===== config.mk =====
export PLATFORM = sky130hd
export DESIGN_NAME = altitude_pid_controller_flat
export DESIGN_NICKNAME = d
export VERILOG_FILES = /design/src/apid_pkg.sv /design/src/apid_if.sv /design/src/apid_regs.sv /design/src/apid_ctrl.sv /design/src/apid_dp.sv /design/src/altitude_pid_controller.sv /design/src/flat_wrapper.sv
export SDC_FILE = /design/constraint.sdc
export NUM_CORES = 2
export LEC_CHECK = 0
export BUFFER_PORTS_ARGS = -buffer_cell sky130_fd_sc_hd__buf_2
export CORE_MARGIN = 4
export CORE_UTILIZATION = 60
export CTS_CLUSTER_DIAMETER = 80
export DETAILED_ROUTE_END_ITERATION = 10
export PLACE_DENSITY = 0.77
export SETUP_SLACK_MARGIN = 0.5
export SYNTH_ARGS = -nofsm -noshare
export SYNTH_HDL_FRONTEND = slang
export SYNTH_SLANG_ARGS = --single-unit
export TNS_END_PERCENT = 30

===== constraint.sdc =====
create_clock -name clk -period 25.8 [get_ports clk]
set_input_delay 0 -clock clk [delete_from_list [all_inputs] [get_ports clk]]
set_output_delay 0 -clock clk [all_outputs]
set_load 0.05 [all_outputs]

===== src/apid_pkg.sv =====
// Package for the altitude PID controller.
// Holds state, command, status and register types and the fixed-point constants.
// Depends on nothing; every other file imports it.
package apid_pkg;

  localparam int DATA_W = 32;
  localparam int GAIN_W = 31;
  localparam int Q_FRAC = 16;
  localparam int ADDR_W = 5;
  localparam int PRD_W  = 32;

  localparam logic [GAIN_W-1:0] PERIOD_RESET = 31'd1311;  // 0.02 s
  localparam logic [DATA_W-1:0] Q_MAX = 32'h7FFF_FFFF;
  localparam logic [DATA_W-1:0] Q_MIN = 32'h8000_0000;

  typedef enum logic [3:0] {
    ST_IDLE,
    ST_ERR,
    ST_MKI,
    ST_SKI,
    ST_MPER,
    ST_SPER,
    ST_INT,
    ST_MKP,
    ST_SKP,
    ST_MKD,
    ST_SKD,
    ST_SUM
  } st_t;

  typedef enum logic [1:0] {
    MS_KI,
    MS_PER,
    MS_KP,
    MS_KD
  } msel_t;

  typedef enum logic [2:0] {
    REG_KP,
    REG_KI,
    REG_KD,
    REG_ILIM,
    REG_CLIM,
    REG_HOVER,
    REG_PERIOD
  } reg_idx_t;

  typedef struct packed {
    logic  in_load;
    logic  err_en;
    logic  mul_en;
    msel_t mul_sel;
    logic  sat_en;
    logic  sat_to_p;
    logic  integ_en;
    logic  out_load;
  } dp_cmd_t;

  typedef struct packed {
    logic out_busy;
  } dp_sts_t;

  typedef struct packed {
    logic [GAIN_W-1:0]        prop_gain;
    logic [GAIN_W-1:0]        integ_gain;
    logic [GAIN_W-1:0]        deriv_gain;
    logic [GAIN_W-1:0]        integ_limit;
    logic [GAIN_W-1:0]        command_limit;
    logic signed [DATA_W-1:0] hover_offset;
    logic [GAIN_W-1:0]        sample_period;
  } cfg_regs_t;

endpackage


===== src/apid_if.sv =====
// Handshake channel interfaces for the altitude PID controller.
// Depends on apid_pkg for field widths.
interface apid_in_if;
  import apid_pkg::*;
  logic                     valid;
  logic                     ready;
  logic signed [DATA_W-1:0] target_alt;
  logic signed [DATA_W-1:0] measured_alt;
  logic signed [DATA_W-1:0] climb_rate;

  modport source (output valid, output target_alt, output measured_alt, output climb_rate,
                  input ready);
  modport sink   (input valid, input target_alt, input measured_alt, input climb_rate,
                  output ready);
endinterface

interface apid_out_if;
  import apid_pkg::*;
  logic              valid;
  logic              ready;
  logic [GAIN_W-1:0] drive_command;
  logic              integ_clamped;
  logic              output_clamped;

  modport source (output valid, output drive_command, output integ_clamped,
                  output output_clamped, input ready);
  modport sink   (input valid, input drive_command, input integ_clamped,
                  input output_clamped, output ready);
endinterface


===== src/apid_regs.sv =====
// Configuration register bank with an APB-style write/read port.
// Depends on apid_pkg (register index codes, cfg_regs_t).
module apid_regs (
  input  logic                       clk,
  input  logic                       rst_n,
  input  logic                       psel,
  input  logic                       penable,
  input  logic                       pwrite,
  input  logic [apid_pkg::ADDR_W-1:0] paddr,
  input  logic [31:0]                pwdata,
  output logic [31:0]                prdata,
  output logic                       pready,
  output apid_pkg::cfg_regs_t        cfg
);
  import apid_pkg::*;

  cfg_regs_t cfg_r, cfg_nxt;
  reg_idx_t  idx;
  logic      wr_en;

  assign idx   = reg_idx_t'(paddr[ADDR_W-1:2]);
  assign wr_en = psel & penable & pwrite;
  assign pready = 1'b1;
  assign cfg   = cfg_r;

  always_comb begin
    cfg_nxt = cfg_r;
    if (wr_en) begin
      case (idx)
        REG_KP:     cfg_nxt.prop_gain     = pwdata[GAIN_W-1:0];
        REG_KI:     cfg_nxt.integ_gain    = pwdata[GAIN_W-1:0];
        REG_KD:     cfg_nxt.deriv_gain    = pwdata[GAIN_W-1:0];
        REG_ILIM:   cfg_nxt.integ_limit   = pwdata[GAIN_W-1:0];
        REG_CLIM:   cfg_nxt.command_limit = pwdata[GAIN_W-1:0];
        REG_HOVER:  cfg_nxt.hover_offset  = pwdata;
        REG_PERIOD: cfg_nxt.sample_period = pwdata[GAIN_W-1:0];
        default:    cfg_nxt = cfg_r;
      endcase
    end
  end

  always_comb begin
    case (idx)
      REG_KP:     prdata = {1'b0, cfg_r.prop_gain};
      REG_KI:     prdata = {1'b0, cfg_r.integ_gain};
      REG_KD:     prdata = {1'b0, cfg_r.deriv_gain};
      REG_ILIM:   prdata = {1'b0, cfg_r.integ_limit};
      REG_CLIM:   prdata = {1'b0, cfg_r.command_limit};
      REG_HOVER:  prdata = cfg_r.hover_offset;
      REG_PERIOD: prdata = {1'b0, cfg_r.sample_period};
      default:    prdata = '0;
    endcase
  end

  always_ff @(posedge clk) begin
    if (!rst_n) begin
      cfg_r.prop_gain     <= '0;
      cfg_r.integ_gain    <= '0;
      cfg_r.deriv_gain    <= '0;
      cfg_r.integ_limit   <= '0;
      cfg_r.command_limit <= '0;
      cfg_r.hover_offset  <= '0;
      cfg_r.sample_period <= PERIOD_RESET;
    end else begin
      cfg_r <= cfg_nxt;
    end
  end

endmodule


===== src/apid_ctrl.sv =====
// Controller FSM: sequences one tick through the shared multiplier and the
// saturate, integrate and sum steps. Depends on apid_pkg.
module apid_ctrl (
  input  logic               clk,
  input  logic               rst_n,
  input  logic               in_valid,
  output logic               in_ready,
  input  apid_pkg::dp_sts_t  sts,
  output apid_pkg::dp_cmd_t  cmd
);
  import apid_pkg::*;

  st_t state_r, state_nxt;

  always_ff @(posedge clk) begin
    if (!rst_n) begin
      state_r <= ST_IDLE;
    end else begin
      state_r <= state_nxt;
    end
  end

  always_comb begin
    state_nxt = state_r;
    cmd       = '0;
    cmd.mul_sel = MS_KI;
    in_ready  = 1'b0;
    case (state_r)
      ST_IDLE: begin
        in_ready = 1'b1;
        if (in_valid) begin
          cmd.in_load = 1'b1;
          state_nxt   = ST_ERR;
        end
      end
      ST_ERR: begin
        cmd.err_en = 1'b1;
        state_nxt  = ST_MKI;
      end
      ST_MKI: begin
        cmd.mul_en  = 1'b1;
        cmd.mul_sel = MS_KI;
        state_nxt   = ST_SKI;
      end
      ST_SKI: begin
        cmd.sat_en = 1'b1;
        state_nxt  = ST_MPER;
      end
      ST_MPER: begin
        cmd.mul_en  = 1'b1;
        cmd.mul_sel = MS_PER;
        state_nxt   = ST_SPER;
      end
      ST_SPER: begin
        cmd.sat_en = 1'b1;
        state_nxt  = ST_INT;
      end
      ST_INT: begin
        cmd.integ_en = 1'b1;
        state_nxt    = ST_MKP;
      end
      ST_MKP: begin
        cmd.mul_en  = 1'b1;
        cmd.mul_sel = MS_KP;
        state_nxt   = ST_SKP;
      end
      ST_SKP: begin
        cmd.sat_en   = 1'b1;
        cmd.sat_to_p = 1'b1;
        state_nxt    = ST_MKD;
      end
      ST_MKD: begin
        cmd.mul_en  = 1'b1;
        cmd.mul_sel = MS_KD;
        state_nxt   = ST_SKD;
      end
      ST_SKD: begin
        cmd.sat_en = 1'b1;
        state_nxt  = ST_SUM;
      end
      ST_SUM: begin
        // hold here while the previous result still sits in the output register
        if (!sts.out_busy) begin
          cmd.out_load = 1'b1;
          state_nxt    = ST_IDLE;
        end
      end
      default: state_nxt = ST_IDLE;
    endcase
  end

endmodule


===== src/apid_dp.sv =====
// Datapath: input latch, error, shared 32x32 multiplier, Q16.16 saturation,
// integrator with clamp, command sum/clamp and output register. Depends on apid_pkg.
module apid_dp (
  input  logic                            clk,
  input  logic                            rst_n,
  input  apid_pkg::dp_cmd_t               cmd,
  output apid_pkg::dp_sts_t               sts,
  input  apid_pkg::cfg_regs_t             cfg,
  input  logic signed [apid_pkg::DATA_W-1:0] target_alt,
  input  logic signed [apid_pkg::DATA_W-1:0] measured_alt,
  input  logic signed [apid_pkg::DATA_W-1:0] climb_rate,
  output logic                            out_valid,
  input  logic                            out_ready,
  output logic [apid_pkg::GAIN_W-1:0]     drive_command,
  output logic                            integ_clamped,
  output logic                            output_clamped
);
  import apid_pkg::*;

  logic signed [DATA_W-1:0]   tgt_r, meas_r, rate_r;
  logic signed [DATA_W-1:0]   err_r, qs_r, p_r, integ_r;
  logic signed [2*PRD_W-1:0]  prod_r;
  logic                       iclamp_r;
  logic                       out_valid_r, out_valid_nxt;
  logic [GAIN_W-1:0]          drive_r;
  logic                       ic_out_r, oc_out_r;

  // error
  logic signed [DATA_W:0]     diff;
  logic signed [DATA_W-1:0]   err_nxt;

  // multiplier
  logic [GAIN_W-1:0]          mul_gain;
  logic signed [DATA_W-1:0]   mul_x;
  logic signed [PRD_W-1:0]    mul_a;
  logic signed [2*PRD_W-1:0]  prod_nxt;

  // saturate after the Q16.16 shift (arithmetic shift = floor)
  logic signed [2*PRD_W-1:0]  shifted;
  logic [2*PRD_W-DATA_W:0]    hi_bits;
  logic signed [DATA_W-1:0]   qsat;

  // integrator
  logic signed [DATA_W:0]     isum;
  logic signed [DATA_W:0]     ilim;
  logic signed [DATA_W:0]     iacc;
  logic signed [DATA_W-1:0]   integ_nxt;
  logic                       iclamp_nxt;

  // command
  logic signed [DATA_W+1:0]   csum;
  logic signed [DATA_W+1:0]   clim;
  logic [GAIN_W-1:0]          drive_nxt;
  logic                       oclamp_nxt;

  assign diff    = {tgt_r[DATA_W-1], tgt_r} - {meas_r[DATA_W-1], meas_r};
  assign err_nxt = (diff[DATA_W] != diff[DATA_W-1]) ?
                   (diff[DATA_W] ? Q_MIN : Q_MAX) : diff[DATA_W-1:0];

  always_comb begin
    case (cmd.mul_sel)
      MS_KI:   begin mul_gain = cfg.integ_gain;    mul_x = err_r;  end
      MS_PER:  begin mul_gain = cfg.sample_period; mul_x = qs_r;   end
      MS_KP:   begin mul_gain = cfg.prop_gain;     mul_x = err_r;  end
      MS_KD:   begin mul_gain = cfg.deriv_gain;    mul_x = rate_r; end
      default: begin mul_gain = cfg.integ_gain;    mul_x = err_r;  end
    endcase
  end

  assign mul_a    = {1'b0, mul_gain};
  assign prod_nxt = $signed({{PRD_W{mul_a[PRD_W-1]}}, mul_a}) *
                    $signed({{PRD_W{mul_x[DATA_W-1]}}, mul_x});

  assign shifted = prod_r >>> Q_FRAC;
  assign hi_bits = shifted[2*PRD_W-1:DATA_W-1];
  assign qsat    = ((&hi_bits) || !(|hi_bits)) ? shifted[DATA_W-1:0] :
                   (shifted[2*PRD_W-1] ? Q_MIN : Q_MAX);

  always_comb begin
    isum = {integ_r[DATA_W-1], integ_r} + {qs_r[DATA_W-1], qs_r};
    ilim = {2'b00, cfg.integ_limit};
    if (isum[DATA_W] != isum[DATA_W-1]) begin
      iacc = isum[DATA_W] ? {1'b1, Q_MIN} : {1'b0, Q_MAX};
    end else begin
      iacc = isum;
    end
    iclamp_nxt = 1'b0;
    if (iacc > ilim) begin
      iacc       = ilim;
      iclamp_nxt = 1'b1;
    end else if (iacc < -ilim) begin
      iacc       = -ilim;
      iclamp_nxt = 1'b1;
    end
    integ_nxt = iacc[DATA_W-1:0];
  end

  always_comb begin
    csum = {{2{p_r[DATA_W-1]}}, p_r} - {{2{qs_r[DATA_W-1]}}, qs_r}
         + {{2{integ_r[DATA_W-1]}}, integ_r}
         + {{2{cfg.hover_offset[DATA_W-1]}}, cfg.hover_offset};
    clim = {3'b000, cfg.command_limit};
    oclamp_nxt = 1'b0;
    drive_nxt  = csum[GAIN_W-1:0];
    if (csum > clim) begin
      drive_nxt  = cfg.command_limit;
      oclamp_nxt = 1'b1;
    end else if (csum < 0) begin
      drive_nxt  = '0;
      oclamp_nxt = 1'b1;
    end
  end

  assign out_valid_nxt = cmd.out_load | (out_valid_r & ~out_ready);
  assign sts.out_busy  = out_valid_r & ~out_ready;

  always_ff @(posedge clk) begin
    if (cmd.in_load) begin
      tgt_r  <= target_alt;
      meas_r <= measured_alt;
      rate_r <= climb_rate;
    end
    if (cmd.err_en) begin
      err_r <= err_nxt;
    end
    if (cmd.mul_en) begin
      prod_r <= prod_nxt;
    end
    if (cmd.sat_en && cmd.sat_to_p) begin
      p_r <= qsat;
    end
    if (cmd.sat_en && !cmd.sat_to_p) begin
      qs_r <= qsat;
    end
    if (cmd.out_load) begin
      drive_r  <= drive_nxt;
      ic_out_r <= iclamp_r;
      oc_out_r <= oclamp_nxt;
    end
  end

  always_ff @(posedge clk) begin
    if (!rst_n) begin
      integ_r     <= '0;
      iclamp_r    <= 1'b0;
      out_valid_r <= 1'b0;
    end else begin
      out_valid_r <= out_valid_nxt;
      if (cmd.integ_en) begin
        integ_r  <= integ_nxt;
        iclamp_r <= iclamp_nxt;
      end
    end
  end

  assign out_valid      = out_valid_r;
  assign drive_command  = drive_r;
  assign integ_clamped  = ic_out_r;
  assign output_clamped = oc_out_r;

endmodule


===== src/altitude_pid_controller.sv =====
// Top level of the altitude PID controller: register bank, controller and datapath.
// Depends on apid_pkg, apid_if, apid_regs, apid_ctrl, apid_dp.
//
//  channel  | direction | beat
//  ---------+-----------+------------------------------------------------
//  in_ch    | in        | target_alt, measured_alt, climb_rate (Q16.16)
//  out_ch   | out       | drive_command, integ_clamped, output_clamped
//  APB      | in/out    | 7 registers at byte address 4*i, 32-bit data
//
// The FSM walks 12 states per tick (IDLE, error, four multiply/saturate pairs on
// the one shared 32x32 multiplier, integrator update, sum), so a new beat is
// accepted only once the last tick is through its sum step, where the result
// is loaded into the output register. The output register frees the input side:
// a new beat is taken while the last result waits; the sum step stalls only if
// that result is still not taken. Synchronous active-low reset clears the
// integrator, registers and FSM.
module altitude_pid_controller (
  input  logic                        clk,
  input  logic                        rst_n,
  apid_in_if.sink                     in_ch,
  apid_out_if.source                  out_ch,
  input  logic                        psel,
  input  logic                        penable,
  input  logic                        pwrite,
  input  logic [apid_pkg::ADDR_W-1:0] paddr,
  input  logic [31:0]                 pwdata,
  output logic [31:0]                 prdata,
  output logic                        pready
);
  import apid_pkg::*;

  cfg_regs_t cfg;
  dp_cmd_t   cmd;
  dp_sts_t   sts;

  apid_regs u_regs (
    .clk     (clk),
    .rst_n   (rst_n),
    .psel    (psel),
    .penable (penable),
    .pwrite  (pwrite),
    .paddr   (paddr),
    .pwdata  (pwdata),
    .prdata  (prdata),
    .pready  (pready),
    .cfg     (cfg)
  );

  apid_ctrl u_ctrl (
    .clk      (clk),
    .rst_n    (rst_n),
    .in_valid (in_ch.valid),
    .in_ready (in_ch.ready),
    .sts      (sts),
    .cmd      (cmd)
  );

  apid_dp u_dp (
    .clk            (clk),
    .rst_n          (rst_n),
    .cmd            (cmd),
    .sts            (sts),
    .cfg            (cfg),
    .target_alt     (in_ch.target_alt),
    .measured_alt   (in_ch.measured_alt),
    .climb_rate     (in_ch.climb_rate),
    .out_valid      (out_ch.valid),
    .out_ready      (out_ch.ready),
    .drive_command  (out_ch.drive_command),
    .integ_clamped  (out_ch.integ_clamped),
    .output_clamped (out_ch.output_clamped)
  );

endmodule


===== src/flat_wrapper.sv =====
// flat-port wrapper written by rule: the top's interface ports become plain ports
module altitude_pid_controller_flat import apid_pkg::*;
  (clk, rst_n, psel, penable, pwrite, paddr, pwdata, prdata, pready, in_ch_valid, in_ch_target_alt, in_ch_measured_alt, in_ch_climb_rate, in_ch_ready, out_ch_valid, out_ch_drive_command, out_ch_integ_clamped, out_ch_output_clamped, out_ch_ready);
  apid_in_if in_ch_i ();
  apid_out_if out_ch_i ();
  input  logic clk;
  input  logic rst_n;
  input  logic psel;
  input  logic penable;
  input  logic pwrite;
  input  logic [apid_pkg::ADDR_W-1:0] paddr;
  input  logic [31:0] pwdata;
  output logic [31:0] prdata;
  output logic pready;
  input wire logic [$bits(in_ch_i.valid)-1:0] in_ch_valid;
  input wire logic [$bits(in_ch_i.target_alt)-1:0] in_ch_target_alt;
  input wire logic [$bits(in_ch_i.measured_alt)-1:0] in_ch_measured_alt;
  input wire logic [$bits(in_ch_i.climb_rate)-1:0] in_ch_climb_rate;
  output wire logic [$bits(in_ch_i.ready)-1:0] in_ch_ready;
  output wire logic [$bits(out_ch_i.valid)-1:0] out_ch_valid;
  output wire logic [$bits(out_ch_i.drive_command)-1:0] out_ch_drive_command;
  output wire logic [$bits(out_ch_i.integ_clamped)-1:0] out_ch_integ_clamped;
  output wire logic [$bits(out_ch_i.output_clamped)-1:0] out_ch_output_clamped;
  input wire logic [$bits(out_ch_i.ready)-1:0] out_ch_ready;
  assign in_ch_i.valid = in_ch_valid;
  assign in_ch_i.target_alt = in_ch_target_alt;
  assign in_ch_i.measured_alt = in_ch_measured_alt;
  assign in_ch_i.climb_rate = in_ch_climb_rate;
  assign in_ch_ready = in_ch_i.ready;
  assign out_ch_valid = out_ch_i.valid;
  assign out_ch_drive_command = out_ch_i.drive_command;
  assign out_ch_integ_clamped = out_ch_i.integ_clamped;
  assign out_ch_output_clamped = out_ch_i.output_clamped;
  assign out_ch_i.ready = out_ch_ready;
  altitude_pid_controller u_core (.clk(clk), .rst_n(rst_n), .in_ch(in_ch_i), .out_ch(out_ch_i), .psel(psel), .penable(penable), .pwrite(pwrite), .paddr(paddr), .pwdata(pwdata), .prdata(prdata), .pready(pready));
endmodule

==> reports/results.txt <==
Global Route Usage Sum - 38.5%
post-synthesis instance total - 7033
Worst path max stage delay - 0.85 ns
largest area contributor in the netlist - fa_1
Ys Warns - 0
synthesized area - 63300 sq um
first-pass GRT wire length - 326000 microns
# clock sinks - 529
Root Buffer - clkbuf_16
reg2reg end - u_core.u_dp.prod_r[49]
RSZ-0062 raised after global routing - false
worst-path fanout max - 55
Avg Cell Area, Syn - 9.00 sq um
fmax - 83.6 MHz
status - complete, no violations
Mapped Nets - 8591
P&R area growth vs syn - 9.42%
FP Rows - 118
FF-to-FF Start - u_core.u_ctrl.state_r[0]
Setup TNS Final - 0 ns
Routed WL per cell - 24.8 microns
DR DRC count - 0
Slew Limit Fails - 0
RD Place Congestion - 0.992
setup violators final - 0
Peak VDD IR - 0.0555 mV
global route hottest layer - met2
final worst-path cycle share - 46.4%
IO buf count - 204
top cell type's share of synthesized area - 29.5%
Seq cells post-synth - 529
Synth Flop Type - edfxtp_1
Crit path top cell by count - fa_1
DR iter-0 viols - 6110
pwr/cell area - 49.6 nW/um^2
Arr. time, crit path - 12.36 ns
total congestion overflow - 0
nets@finish - 8754
Hold Path Depth - 2
I/O pin count - 208
post-DR vias/cell - 6.19
dpl hpwl - 160000 microns
worst-case clock buffer depth - 3
Startpoint Class - flop
Post-CTS Setup Bufs - 0
met3 Resource Use GR - 8.22%
Worst Tran Pin Value - 1.22 ns
drt total wl - 214000 microns
clock transition at the registers of the reported paths - 0.07 ns
Initial Util - 60.8%
GRT met2 Usage - 60.5%
hold path start - in_ch_measured_alt[7]
Reg area - 13300 sq um
multi-input logic area - 44500 sq um
CTS Buf Count - 59
cells on worst reg2reg path - 30
Max Cap Viol - 0
initial antenna violation count - 7
layout cells sized above 1 - 8.00%
die width - 333 microns
DIE AREA - 111000 sq um
dpl cells - 8383
Fillers - 8204
post-synthesis sequential area ratio - 21.1%
Vias - 53418
vias in the first global route - 54699
Routed Antenna Nets - 0
final hold violation count - 0
Async SR Flop Fraction - 0%
P_leak - 31.9 nW
Post-synth EDFFs - 273
worst-case clock skew - 0.0556 ns
R2R Setup Slk - 13.84 ns
Slew HR - 18.5%
CP endpoint kind - flop
final core utilization - 66.5%
WP data required - 26.20 ns
CTS tree - done
Hold Path End - u_core.u_dp.meas_r[7]
Crit Path Category - flop to flop
synth unique cells - 99
core box area - 104000 sq um
pin count of the biggest net entering global routing - 108
Final Non-Filler Cells - 8633
Die Span Y - 333 microns
Worst-Skew Late Latency - 0.67 ns
worst hold path type - primary input to flop
top cells by area, synth - fa_1 (30%), edfxtp_1 (13%), ha_1 (9.6%)
iteration count of the initial detailed-routing pass - 7
H-Tree Depth - 2
met1 Usage GRT - 49.3%
crit path time final - 11.96 ns
Slowest-stage cell, CP - dfxtp_1
==> power by group <==
| part | internal, mW | total, mW | switching, mW |
|---|---|---|---|
| clock | 0.506 | 0.892 | 0.386 |
| combinational | 0.560 | 1.54 | 0.984 |
| sequential | 0.973 | 1.00 | 0.0262 |
==> cell usage after synthesis, types with 38 or more instances <==
library cell,count
a21boi_0,217
a21o_1,113
a21oi_1,200
a22oi_1,51
clkbuf_1,318
dfxtp_1,256
edfxtp_1,273
fa_1,933
ha_1,485
inv_1,1153
mux2i_1,62
nand2_1,963
nand2b_1,60
nand3_1,108
nand4_1,38
nor2_1,764
nor3_1,64
o21a_1,77
o21ai_0,224
o21ai_1,42
xnor2_1,110
xor2_1,43
==> routing by layer <==
layer	vias to the layer above	part of all wire, %	routed length, microns
li1	22834	-	-
met5	-	0	0
met2	3522	45	95600
met3	860	11	24300
met4	0	7.7	16400
met1	26202	36	77900
==> cells in the final DEF, fill, tap and decap left out, types with 23 or more instances in the layout <==
cell type and count:
a31oi_1 24, nand2b_1 60, a21oi_1 193, mux2i_1 62
nand2_1 962, xnor2_1 109, nand4_1 38, edfxtp_1 273
nor2_1 764, dlygate4sd3_1 132, clkbuf_16 60, dfxtp_1 256
a21o_1 113, ha_1 485, xor2_1 43, o21ai_0 207
o21ai_1 32, buf_4 133, fa_1 933, buf_2 202
nor3_1 59, nand3_1 106, a21boi_0 217, nor2b_1 32
o21ai_2 23, o21a_1 77, a22oi_1 51, inv_1 1153
==> worst max path at each step <==
stage               cells after the start  slack, ns                      to                startpoint
floorplan                              32      16.86  u_core.u_dp.prod_r[49]  u_core.u_ctrl.state_r[3]
global placement                       30      14.27  u_core.u_dp.prod_r[58]  u_core.u_ctrl.state_r[3]
detailed placement                     30      14.14  u_core.u_dp.prod_r[58]  u_core.u_ctrl.state_r[0]
CTS                                    30      14.08  u_core.u_dp.prod_r[58]  u_core.u_ctrl.state_r[0]
global route                           30      13.53  u_core.u_dp.prod_r[58]  u_core.u_ctrl.state_r[3]
finish                                 30      13.84  u_core.u_dp.prod_r[49]  u_core.u_ctrl.state_r[0]
==> cells by family after synthesis <==
logic type      count (synthesis)  share of synthesized area (%)
compound gates               1150                           12.2
flops                         529                           21.1
buf+inv                      1519                           9.08
mux                            99                           1.92
simple gates                 2148                           14.2
fa+ha+maj                    1434                           39.4
xor+xnor                      153                           2.12
other cells                     1                        0.00593
==> flip-flops by register name, indices dropped and copies added (netlist names), 4 cells and up <==
signal and flops:
u_core.u_dp.tgt_r 32, u_core.u_dp.drive_command 31, u_core.u_dp.p_r 32, u_core.u_ctrl.state_r 4
u_core.u_dp.integ_r 32, u_core.u_dp.prod_r 48, u_core.u_dp.rate_r 32, u_core.u_dp.meas_r 32
u_core.u_dp.qs_r 32, u_core.u_dp.err_r 32, u_core.u_regs.cfg 218
==> worst max-delay path: cells and delay by family, from the launching register on <==
kind	cells	cell delay (ns)
adder cells (fa/ha/maj)	9	4.37
AND/OR/NAND/NOR	3	1.31
XOR/XNOR	1	0.16
buffers and inverters	5	1.69
AO/OA/AOI/OAI	12	3.23
flip-flops	1	0.85
==> through the flow <==
step / area (sq um) / power [mW] / hold WS (ns) / worst slack [ns]
floorplan: 63300 / 2.01 / 0.0989 / 16.86
global placement: 65900 / 2.45 / 0.177 / 14.27
detailed placement: 65900 / 2.48 / 0.178 / 14.14
CTS: 69200 / 3.39 / 0.0333 / 14.08
global route: 69200 / 3.61 / 0.0484 / 13.53
finish: 69200 / 3.44 / 0.0512 / 13.84
==> final cells by class <==
class | instances | share of cell area (%)
clock inverter | 40 | 0.638
clock buffer | 71 | 2.26
sequential | 529 | 19.2
inverter | 1153 | 6.25
multi-input combinational | 4985 | 64.3
timing repair buffer | 468 | 4.83
tap | 1380 | 2.49
antenna | 7 | 0.0253
==> repair_timing <==
item / CTS / global route
hold endpoints to repair: 338 / 0
hold buffers: 132 / 0
gates resized for setup: 0 / 0
No activity file was read; power rests on OpenSTA's default activity.
